<file path="src/sv/tbw_pkg.sv">
// Shared constants and types for the triangle barycentric weights core.
package tbw_pkg;

    // Width of each saturated weight on the result channel
    localparam int OUT_BITS = 24;

    // Entries in the queue between the front and back parts
    localparam int QUEUE_DEPTH = 4;

    // Queue fill status seen by both sides
    typedef struct packed {
        logic full;
        logic empty;
    } t_q_status;

endpackage

</file>
<file path="src/sv/tbw_queue.sv">
// Small FIFO between the front and back parts.
module tbw_queue #(
    parameter int W = 8
) (
    input  logic                i_clk,
    input  logic                i_rst_n,
    input  logic                i_push,
    input  logic [W-1:0]        i_data,
    input  logic                i_pop,
    output logic [W-1:0]        o_data,
    output tbw_pkg::t_q_status  o_q
);

    localparam int AW = $clog2(tbw_pkg::QUEUE_DEPTH);
    localparam int CW = $clog2(tbw_pkg::QUEUE_DEPTH + 1);

    logic [W-1:0]  r_mem[tbw_pkg::QUEUE_DEPTH];
    logic [AW-1:0] r_wr;
    logic [AW-1:0] r_rd;
    logic [CW-1:0] r_cnt;

    assign o_data   = r_mem[r_rd];
    assign o_q.full  = (r_cnt == CW'(tbw_pkg::QUEUE_DEPTH));
    assign o_q.empty = (r_cnt == '0);

    // Storage
    always_ff @(posedge i_clk) begin
        if (i_push) begin
            r_mem[r_wr] <= i_data;
        end
    end

    // Pointers and fill count
    always_ff @(posedge i_clk) begin
        if (!i_rst_n) begin
            r_wr  <= '0;
            r_rd  <= '0;
            r_cnt <= '0;
        end else begin
            if (i_push) begin
                r_wr <= (r_wr == AW'(tbw_pkg::QUEUE_DEPTH - 1)) ? '0 : r_wr + 1'b1;
            end
            if (i_pop) begin
                r_rd <= (r_rd == AW'(tbw_pkg::QUEUE_DEPTH - 1)) ? '0 : r_rd + 1'b1;
            end
            if (i_push && !i_pop) begin
                r_cnt <= r_cnt + 1'b1;
            end else if (!i_push && i_pop) begin
                r_cnt <= r_cnt - 1'b1;
            end
        end
    end

endmodule

</file>
<file path="config.mk">
export PLATFORM = sky130hd
export DESIGN_NAME = tbw_queue
export DESIGN_NICKNAME = d
export VERILOG_FILES = /design/src/sv/tbw_pkg.sv /design/src/sv/tbw_queue.sv
export SDC_FILE = /design/constraint.sdc
export NUM_CORES = 1
export LEC_CHECK = 0
export BUFFER_PORTS_ARGS = -buffer_cell sky130_fd_sc_hd__buf_2
export CAP_MARGIN = 25
export CORE_UTILIZATION = 30
export DETAILED_ROUTE_END_ITERATION = 8
export HOLD_SLACK_MARGIN = 0.06
export PLACE_DENSITY_LB_ADDON = 0.15
export SLEW_MARGIN = 20
export SYNTH_ARGS = -nofsm -noshare
export SYNTH_HDL_FRONTEND = slang
export SYNTH_SLANG_ARGS = --single-unit
</file>
<file path="constraint.sdc">
create_clock -name i_clk -period 1.45 [get_ports i_clk]
set_input_delay 0.29 -clock i_clk [delete_from_list [all_inputs] [get_ports i_clk]]
set_output_delay 0.29 -clock i_clk [all_outputs]
set_load 0.05 [all_outputs]
</file>
==> summary.md, run 1 <==
| Metric | Value |
|---|---|
| Outcome | finished with violations |
| Violated checks | negative setup slack |
| Cts hold-fix bufs | 0 |
| # setup viols final | 8 |
| Worst setup EP type | primary output |
| Cell variety after synth | 20 |
| Syn Nets | ~110 |
| Crit share post-route | 1.21 |
| Mapped Area | around 0.0016 sq mm |
| GRT Overall Usage | 0.104 |
| First-pass iteration count of the detailed router | 4 |
| Minimum clock period | between 1.5 and 2 ns |
| CP Launch Type | flop |
| DRC viols | 0 |
| Design area | between 0.002 and 0.0025 sq mm |
| Cell Area, Placed | roughly 0.0019 sq mm |
| Fraction of layout cells with a size suffix above 1 | 0.455 |
| Routed wire per std cell | around 13 um |
| Rel. slew slack | 0.889 |
| Crit path kind | flop to primary output |
| WP data arrival | 1.46 ns |
| Vias per cell | roughly 4.3 |
| GRT overflow | 0 |
| Seq/Total Area, Yosys | 0.706 |
| # nets final | 141 |
| Crit Path Max Fanout | 8 |
| Die area | 0.00568 sq mm |
| Maximum clock frequency | 570 MHz |
| Post-Route WL | between 2000 and 3000 um |
| Mapped Cells | 86 |
| Worst-Margin Slew | around 0.16 ns |
| GP Congestion | about 0.67 |
| # port buffers | 21 |
| Max Slew Vio Count | 0 |
| Synth Area per Inst | about 19 sq um |
| Worst Path Required | ~1.2 ns |
| Cells on worst reg2reg path | 4 |
| Die W | around 75 um |
| Max VDD drop | approximately 310 uV |
| Synthesis-stage register bit count | 41 |
| WHS Path Cells | 1 |
| CTS root buf | clkbuf_8 |
| Worst-path clk slew | around 0.070 ns |
| CTS tree | done |
| Vias | about 830 |
| Unrepaired setup endpoints after global routing | yes |
| Diode count | 0 |
| Clock Tree Buf Depth | 2 |
| # H-tree levels | 2 |
| Tot Pwr | 2.70 mW |
| Setup Buffers After CTS | 0 |
| Vias in the first global route | ~840 |
| Starting DRT DRC Count | 41 |
| Final Hold Viols | 0 |
| Die extent in y | ~75 um |
| Tightest Hold Check Type | input port to flop |
| Final ANT Viol Nets | 0 |
| Clk_lat worst skew | between 0.2 and 0.3 ns |
| Clk_skew | 0.00341 ns |
| Clk sinks | a little over 40 |
| CTS Buf Count | 5 |
| Area growth, synth to finish | 29.2% |
| Max cap viols | 0 |
| # rows | 26 |
| Power Density | 1290 mW/mm^2 |
| DP HPWL | between 1500 and 2000 um |
| # IOs | 22 |
| Starting Density | 0.314 |
| Core Area | 0.00514 sq mm |
| Yosys warning total | 0 |
| Final setup margin | -0.304 ns |
| Largest net degree at the start of global routing | 13 |
| First-pass GRT wire length | between 4000 and 5000 um |
| Antenna violations before repair | 0 |
| Leak Pwr | roughly 0.77 nW |
-- placed cells by master (no fill, tap or decap), drive strengths merged --
cell,instances
edfxtp,32
mux4,8
mux2i,4
o21ai,1
ha,6
or3,1
inv,4
dfxtp,9
o21a,1
and2,5
fa,1
xnor2,1
nor3,2
nor2b,5
a21boi,1
xor2,1
buf,31
nor2,1
nor3b,1
clkbuf,7
clkinv,1
-- timing repair --
item                                    4_1_cts  5_1_grt
endpoints found under the setup margin       10       11
pin swaps                                     0        0
resized for setup                            19        4
-- cell usage after synthesis --
cell type   n  area share
dfxtp_1     9        0.11
inv_1       4      0.0093
o21a_1      1      0.0046
xnor2_1     1      0.0054
and2_1      5       0.019
nor3b_1     1      0.0046
edfxtp_1   32        0.59
mux2i_1     4       0.025
mux4_2      8        0.11
ha_1        6       0.046
fa_1        1       0.012
clkbuf_2    1      0.0031
xor2_1      1      0.0054
nor2b_1     5       0.019
nor3_1      2      0.0062
a21boi_1    1      0.0046
or3_1       1      0.0039
o21ai_0     1      0.0031
nor2_1      1      0.0023
buf_6       1      0.0070
-- cell families (layout without fill, tap and decap cells) --
group	Yosys count	count (layout)	share of synthesized area
DFF	41	41	0.706
AOI/OAI and AO/OA	3	3	0.0124
adders and majority gates	7	7	0.0589
buffers and inverters	6	43	0.0194
muxes	12	12	0.136
xor gates and xnor gates	2	2	0.0108
and+or+nand+nor	15	15	0.0558
-- sequential cells by signal, summed over array words and instances (netlist names), named ones only --
name and count:
r_mem 32, r_wr 2, r_cnt 3, r_rd 2
-- power by group --
part | total [mW] | switching [mW] | leakage, nW | internal, mW
Sequential | 1.37 | 0.0354 | 0.369 | 1.34
Clock | 0.792 | 0.363 | 0.0542 | 0.430
Combinational | 0.532 | 0.297 | 0.344 | 0.235
Total | 2.70 | 0.695 | 0.767 | 2.00
-- worst max-delay path, cell delays in order, from the launching register on --
cell,delay [ns]
dfxtp_2,0.34
buf_12,0.14
mux4_2,0.52
buf_6,0.17
-- per-layer routing --
| metal | vias up | wire, um | track usage | share of wire |
|---|---|---|---|---|
| met5 | - | 0 | 0 | 0 |
| met4 | 0 | 55 | 0.0556 | 0.021 |
| met3 | 6 | 109 | 0.0397 | 0.042 |
| met2 | 19 | 1330 | 0.171 | 0.51 |
| met1 | 406 | 1100 | 0.118 | 0.42 |
| li1 | 396 | - | - | - |
-- through the flow --
step | setup TNS (ns) | instances | hold slack, ns | setup WS (ns) | util
floorplan | -0.0158 | 86 | 0.389 | -0.0158 | -
global placement | -0.577 | 185 | 0.494 | -0.161 | 0.373
detailed placement | -0.666 | 185 | 0.512 | -0.256 | 0.373
CTS | -2.50 | 193 | 0.199 | -0.326 | 0.404
global route | -2.74 | 193 | 0.201 | -0.357 | 0.406
finish | -2.31 | 193 | 0.214 | -0.304 | 0.406
-- final cells by class --
| class | instances | area (sq um) |
|---|---|---|
| Fill cell | 489 | 3050 |
| Sequential cell | 41 | 1140 |
| Multi-Input combinational cell | 39 | 468 |
| Timing Repair Buffer | 31 | 268 |
| Clock buffer | 7 | 96.3 |
| Tap cell | 70 | 87.6 |
| Inverter | 4 | 17.5 |
| Clock inverter | 1 | 5.00 |
-- final timing paths --
path              slack [ns]                  start                     to
setup / recovery       -0.30                   flop              o_data[7]
hold / removal          0.21              i_data[7]  r_mem[2][7]$_DFFE_PP_
setup reg to reg        0.05  r_cnt[0]$_SDFFE_PN0P_  r_cnt[2]$_SDFFE_PN0P_
hold reg to reg         0.54  r_cnt[2]$_SDFFE_PN0P_  r_cnt[2]$_SDFFE_PN0P_
Note: power is estimated with default switching activity, not from simulation.
==> run 2: changes to the inputs <==
--- a/config.mk
+++ b/config.mk
@@ -7,7 +7,7 @@
 export LEC_CHECK = 0
 export BUFFER_PORTS_ARGS = -buffer_cell sky130_fd_sc_hd__buf_2
 export CAP_MARGIN = 25
-export CORE_UTILIZATION = 30
+export CORE_UTILIZATION = 40
 export DETAILED_ROUTE_END_ITERATION = 8
 export HOLD_SLACK_MARGIN = 0.06
 export PLACE_DENSITY_LB_ADDON = 0.15
==> run 2 against run 1 <==
The run still ends with negative setup slack left. Clock power shrank 15%. Register-to-register slack improved by 0.04 ns. Die area down 24%. Design area down 0.30%. Via count is 0.36% higher. Routed wire length is 5.7% lower. First-iteration DRC count is 39% lower. Sequential power is essentially flat. Sequential cell count did not move. Highest routed layer unchanged.
==> summary.md, run 2 (synthesis results as in run 1) <==
| Metric | Value |
|---|---|
| Worst-Margin Slew | 0.187 ns (+0.0222 ns) |
| Clk_skew | 0.00382 ns (+0.000405 ns) |
| Setup Buffers After CTS | 0 (unchanged) |
| Core Area | 0.00377 sq mm (-27%) |
| Max reg flops | 32 (unchanged) |
| Most frequent cells in the layout | edfxtp_1, buf_2, buf_6, buf_4, mux4_2 |
| Starting Density | 0.428 (+0.114) |
| Leak Pwr | 0.774 nW (+0.90%) |
| CTS root buf | clkbuf_8 |
| Worst setup EP type | primary output |
| CTS tree | done |
| CTS Buf Count | 5 (unchanged) |
| WP data arrival | 1.46 ns (about the same) |
| Minimum clock period | 1.75 ns (-0.00473 ns) |
| Largest Register | r_mem |
| Cells on worst reg2reg path | 4 (unchanged) |
| Crit share post-route | 1.21 (-0.00326) |
| Max Slew Vio Count | 0 (unchanged) |
| Setup TNS | -2.24 ns (+0.0687 ns) |
| DRC viols | 0 (unchanged) |
| Clock Tree Buf Depth | 2 (unchanged) |
| Die extent in y | 65.5 um (-13%) |
| Die W | 65.5 um (-13%) |
| Worst-path clk slew | 0.07 ns (about the same) |
| Worst Path Required | 1.16 ns (about the same) |
| Final std cells w/o fill | 174 (-9.8%) |
| Die area | 0.00430 sq mm (-24%) |
| # rows | 22 (-15%) |
| Vias | 830 (+0.36%) |
| # port buffers | 21 (unchanged) |
| Maximum clock frequency | 572 MHz (+0.27%) |
| Final setup margin | -0.299 ns (+0.00473 ns) |
| Vias in the first global route | 845 (+1.1%) |
| Crit Path Max Fanout | 8 (unchanged) |
| Final ANT Viol Nets | 0 (unchanged) |
| Critical Path End | o_data[1] |
| CP Launch Type | flop |
| GRT overflow | 0 (unchanged) |
| Largest net degree at the start of global routing | 13 (unchanged) |
| Antenna violations before repair | 0 (unchanged) |
| Most common cell after layout, fill and taps aside | edfxtp_1 |
| GP Congestion | 0.656 (-1.8%) |
| Post-Route WL | 2450 um (-5.7%) |
| Clk_lat worst skew | 0.28 ns (about the same) |
| Rel. slew slack | 0.876 (-0.0137) |
| Reg-to-Reg End | r_cnt[2]$_SDFFE_PN0P_ |
| Max cap viols | 0 (unchanged) |
| Crit-path max cell delay | 0.52 ns (about the same) |
| Crit path cell chain | buf_12 -> mux4_2 -> buf_6 |
| Final Hold Viols | 0 (unchanged) |
| Fraction of layout cells with a size suffix above 1 | 0.452 (-0.00290) |
| Violated checks | negative setup slack |
| Crit path kind | flop to primary output |
| Cell Area, Placed | 0.00193 sq mm (+0.39%) |
| Outcome | finished with violations |
| Tightest Hold Check Type | input port to flop |
| Design area | 0.00208 sq mm (-0.30%) |
| Place WS | -0.202 ns (+0.0538 ns) |
| Diode count | 0 (unchanged) |
| # IOs | 22 (unchanged) |
| Area growth, synth to finish | 28.8% |
| # nets final | 144 (+2.1%) |
| Max VDD drop | 548 uV (+74%) |
| GRT Overall Usage | 0.142 (+0.0380) |
| Starting DRT DRC Count | 25 (-39%) |
| # H-tree levels | 2 (unchanged) |
| DP HPWL | 1810 um (-0.52%) |
| Worst reg2reg setup slack | 0.09 ns (+0.04 ns) |
| First-pass GRT wire length | 4240 um (+6.0%) |
| # setup viols final | 8 (unchanged) |
| Unrepaired setup endpoints after global routing | yes |
| Routed wire per std cell | 14.1 um (+4.6%) |
| Power Density | 1240 mW/mm^2 (-3.7%) |
| Vias per cell | 4.77 (+11%) |
| Worst R2R Start | r_cnt[0]$_SDFFE_PN0P_ |
| Slowest-stage cell, CP | mux4_2 |
| First-pass iteration count of the detailed router | 4 (unchanged) |
| Clk sinks | 41 (unchanged) |
| Placed Cells | 166 (-10%) |
| Biggest regs | r_mem (32), r_cnt (3) |
run 2: cell types whose count changed in the layout (fill, tap and decap cells not counted), sizes merged:
cell | before | now
buf | 31 | 34
clkinv | 1 | 3
clkbuf | 7 | 5
run 2: critical path: cells and delay by family, from the launching register on:
| family | cells | cell delay [ns] |
|---|---|---|
| multiplexers | 1 | 0.52 |
| flip-flops | 1 | 0.34 |
| buffers and inverters | 2 | 0.31 |
run 2: timing repair:
action / CTS / global route
hold buffers: 0 / 0
pin swaps: 0 / 1
gates resized for setup: 19 / 5
endpoints found under the setup margin: 10 / 11
run 2: power breakdown:
group	internal [mW]	switching [mW]	total (mW)
registers	1.34	0.0409	1.38
logic	0.242	0.293	0.535
clock network	0.323	0.351	0.675
run 2: per-stage QoR:
stage / hold WS [ns] / power (mW) / utilization
after floorplan: 0.389 / 1.73 / -
after global placement: 0.497 / 1.87 / 0.511
after detailed placement: 0.511 / 1.88 / 0.511
after CTS: 0.213 / 2.61 / 0.547
after global routing: 0.211 / 2.72 / 0.552
final: 0.221 / 2.59 / 0.552
run 2: final cells by class:
cell class	instances	area (sq um)
flip-flops and latches	41	1140
clock buffers	5	68.8
multi-input cells	39	474
inverters	4	17.5
repair buffers	34	303
fillers	315	1690
well taps	48	60.1
clock inverters	3	12.5
run 2: worst min path at each step:
stage | from | to | slack, ns | cells after the start
global route | i_data[1] | r_mem[1][1]$_DFFE_PP_ | 0.21 | 1
floorplan | i_data[0] | r_mem[0][0]$_DFFE_PP_ | 0.39 | 0
detailed placement | i_data[5] | r_mem[2][5]$_DFFE_PP_ | 0.51 | 1
global placement | r_cnt[2]$_SDFFE_PN0P_ | r_cnt[2]$_SDFFE_PN0P_ | 0.50 | 2
CTS | i_data[5] | r_mem[2][5]$_DFFE_PP_ | 0.21 | 1
finish | i_data[1] | r_mem[1][1]$_DFFE_PP_ | 0.22 | 1
run 2: routing by layer:
metal,GRT usage,wire length (um)
met5,0,0
met4,0.0652,49
met3,0.0521,108
met2,0.222,1200
met1,0.175,1090
==> run 3: changes to the inputs <==
--- a/config.mk
+++ b/config.mk
@@ -11,6 +11,7 @@
 export DETAILED_ROUTE_END_ITERATION = 8
 export HOLD_SLACK_MARGIN = 0.06
 export PLACE_DENSITY_LB_ADDON = 0.15
+export SKIP_CTS_REPAIR_TIMING = 1
 export SLEW_MARGIN = 20
 export SYNTH_ARGS = -nofsm -noshare
 export SYNTH_HDL_FRONTEND = slang
==> run 3 against run 2 <==
The flow still finishes with violations (negative setup slack). Total power hardly changed. Die area stayed put. Critical path depth stayed put. Global-route usage is 0.11 points lower. Cell count stayed put. First-iteration DRC count stayed put. Sequential power hardly changed. Worst setup slack stayed put. Maximum frequency stayed put. Non-clock buffer count stayed put. Critical path type unchanged. Largest cell class unchanged.
==> summary.md, run 3 (synthesis results as in run 1) <==
| Metric | Value |
|---|---|
| Outcome | finished with violations |
| Violated checks | negative setup slack |
| Biggest regs | r_mem (32), r_cnt (3) |
| Vias in the first global route | 842 (-0.36%) |
| GRT overflow | 0 (unchanged) |
| Crit path kind | flop to primary output |
| Crit path cell chain | buf_12 -> mux4_2 -> buf_6 |
| Diode count | 0 (unchanged) |
| Cells on worst reg2reg path | 4 (unchanged) |
| # H-tree levels | 2 (unchanged) |
| Worst setup EP type | primary output |
| Power share of the clock group | 0.261 (about the same) |
| Final Util | 0.552 (unchanged) |
| FILL cells | 315 (unchanged) |
| Setup TNS | -2.24 ns (unchanged) |
| Most common cell after layout, fill and taps aside | edfxtp_1 |
| Comb pwr share | 0.206 (about the same) |
| Hold wc startpoint | i_data[1] |
| Post-Route WL | 2450 um (-0.12%) |
| Crit share post-route | 1.21 (unchanged) |
| Rel. slew slack | 0.876 (unchanged) |
| DRC viols | 0 (unchanged) |
| Worst Path Required | 1.16 ns (about the same) |
| Vias | 832 (+0.24%) |
| Antenna violations before repair | 0 (unchanged) |
| Largest net degree at the start of global routing | 13 (unchanged) |
| WP data arrival | 1.46 ns (about the same) |
| Max VDD drop | 547 uV (-0.17%) |
| CTS tree | done |
| Die area | 0.00430 sq mm (unchanged) |
| First-pass iteration count of the detailed router | 4 (unchanged) |
| Minimum clock period | 1.75 ns (unchanged) |
| Unrepaired setup endpoints after global routing | yes |
| CP Launch Type | flop |
| Starting DRT DRC Count | 25 (unchanged) |
| Final Hold Viols | 0 (unchanged) |
| Clk_skew | 0.00376 ns (-0.0000567 ns) |
| Worst-path clk slew | 0.07 ns (about the same) |
| Slowest-stage cell, CP | mux4_2 |
| Max reg flops | 32 (unchanged) |
| Area growth, synth to finish | 28.8% (unchanged) |
| Reg-to-Reg End | r_cnt[2]$_SDFFE_PN0P_ |
| Vias per cell | 4.78 (+0.24%) |
| Die W | 65.5 um (unchanged) |
| Most frequent cells in the layout | edfxtp_1, buf_2, buf_6, buf_4, mux4_2 |
| # IOs | 22 (unchanged) |
| # port buffers | 21 (unchanged) |
| Starting Density | 0.428 (unchanged) |
| Final setup margin | -0.299 ns (unchanged) |
| Clk sinks | 41 (unchanged) |
| Largest Register | r_mem |
| # setup viols final | 8 (unchanged) |
| Max cap viols | 0 (unchanged) |
| Worst reg2reg setup slack | 0.09 ns (about the same) |
| Die extent in y | 65.5 um (unchanged) |
| WHS Path Cells | 1 (unchanged) |
| Power Internal | 1.90 mW (about the same) |
| Worst R2R Start | r_cnt[0]$_SDFFE_PN0P_ |
| Worst-Margin Slew | 0.187 ns (unchanged) |
| Core Area | 0.00377 sq mm (unchanged) |
| Net switching power | 685 uW (about the same) |
| Clock Tree Buf Depth | 2 (unchanged) |
| Final ANT Viol Nets | 0 (unchanged) |
| Routed wire per std cell | 14.1 um (-0.12%) |
| CTS root buf | clkbuf_8 |
| Maximum clock frequency | 572 MHz (unchanged) |
| GRT Overall Usage | 0.141 (-0.00113) |
| Crit Path Max Fanout | 8 (unchanged) |
| Power Density | 1240 mW/mm^2 (about the same) |
| GP Congestion | 0.656 (unchanged) |
| # rows | 22 (unchanged) |
| Max Slew Vio Count | 0 (unchanged) |
| Place WS | -0.202 ns (unchanged) |
| Leak Pwr | 0.774 nW (unchanged) |
| Sw frac | 0.265 (about the same) |
| Clk_lat worst skew | 0.28 ns (about the same) |
| DP HPWL | 1810 um (unchanged) |
| First-pass GRT wire length | 4210 um (-0.80%) |
| CTS Buf Count | 5 (unchanged) |
| Flop pwr share | 0.533 (about the same) |
| # nets final | 144 (unchanged) |
| Fraction of layout cells with a size suffix above 1 | 0.452 (unchanged) |
| Hold endpoint | r_mem[1][1]$_DFFE_PP_ |
| Tightest Hold Check Type | input port to flop |
| Crit-path max cell delay | 0.52 ns (about the same) |
## run 3: cell counts in the layout (fill, tap and decap cells not counted)
No cell type changed its count.
## run 3: routing by layer
| metal | global-route usage | routed length (um) | part of all wire | vias to the layer above |
|---|---|---|---|---|
| met4 | 0.0652 | 49 | 0.020 | 0 |
| met3 | 0.0521 | 109 | 0.045 | 6 |
| met5 | 0 | 0 | 0 | - |
| met2 | 0.219 | 1200 | 0.49 | 18 |
| li1 | - | - | - | 404 |
| met1 | 0.174 | 1090 | 0.44 | 404 |
## run 3: stage by stage
step | cell area, sq um | cells | power [mW] | hold WS, ns
after floorplan | 1640 | 86 | 1.73 | 0.389
after global placement | 1930 | 166 | 1.87 | 0.497
after detailed placement | 1930 | 166 | 1.88 | 0.511
after CTS | 2010 | 174 | 2.56 | 0.213
after global routing | 2080 | 174 | 2.72 | 0.211
final | 2080 | 174 | 2.59 | 0.221
## run 3: critical path, delay by kind of cell, from the launching register on
kind	cells	cell delay [ns]
muxes	1	0.52
DFF	1	0.34
buffers and inverters	2	0.31
## run 3: cell type report
class                           count  area (sq um)  share of cell area
Clock buffer                        5          68.8              0.0331
Clock inverter                      3          12.5             0.00601
Inverter                            4          17.5             0.00842
Multi-Input combinational cell     39           474               0.228
Sequential cell                    41          1140               0.550
Tap cell                           48          60.1              0.0289
Timing Repair Buffer               34           303               0.146
## run 3: how the worst max path moves through the flow
| stage | endpoint | start | slack, ns | cells after the start |
|---|---|---|---|---|
| floorplan | r_cnt[2]$_SDFFE_PN0P_ | i_pop | -0.02 | 7 |
| global placement | r_cnt[2]$_SDFFE_PN0P_ | i_pop | -0.16 | 8 |
| detailed placement | r_cnt[2]$_SDFFE_PN0P_ | i_pop | -0.20 | 8 |
| CTS | o_data[1] | flop | -0.39 | 3 |
| global route | o_data[1] | flop | -0.37 | 3 |
| finish | o_data[1] | flop | -0.30 | 3 |
## run 3: power by group through the flow
| stage | combinational (mW) | clock, mW | sequential, mW |
|---|---|---|---|
| floorplan | 0.334 | 0 | 1.39 |
| global placement | 0.474 | 0 | 1.40 |
| finish | 0.535 | 0.675 | 1.38 |
| detailed placement | 0.481 | 0 | 1.40 |
| CTS | 0.482 | 0.702 | 1.37 |
| global route | 0.574 | 0.761 | 1.39 |
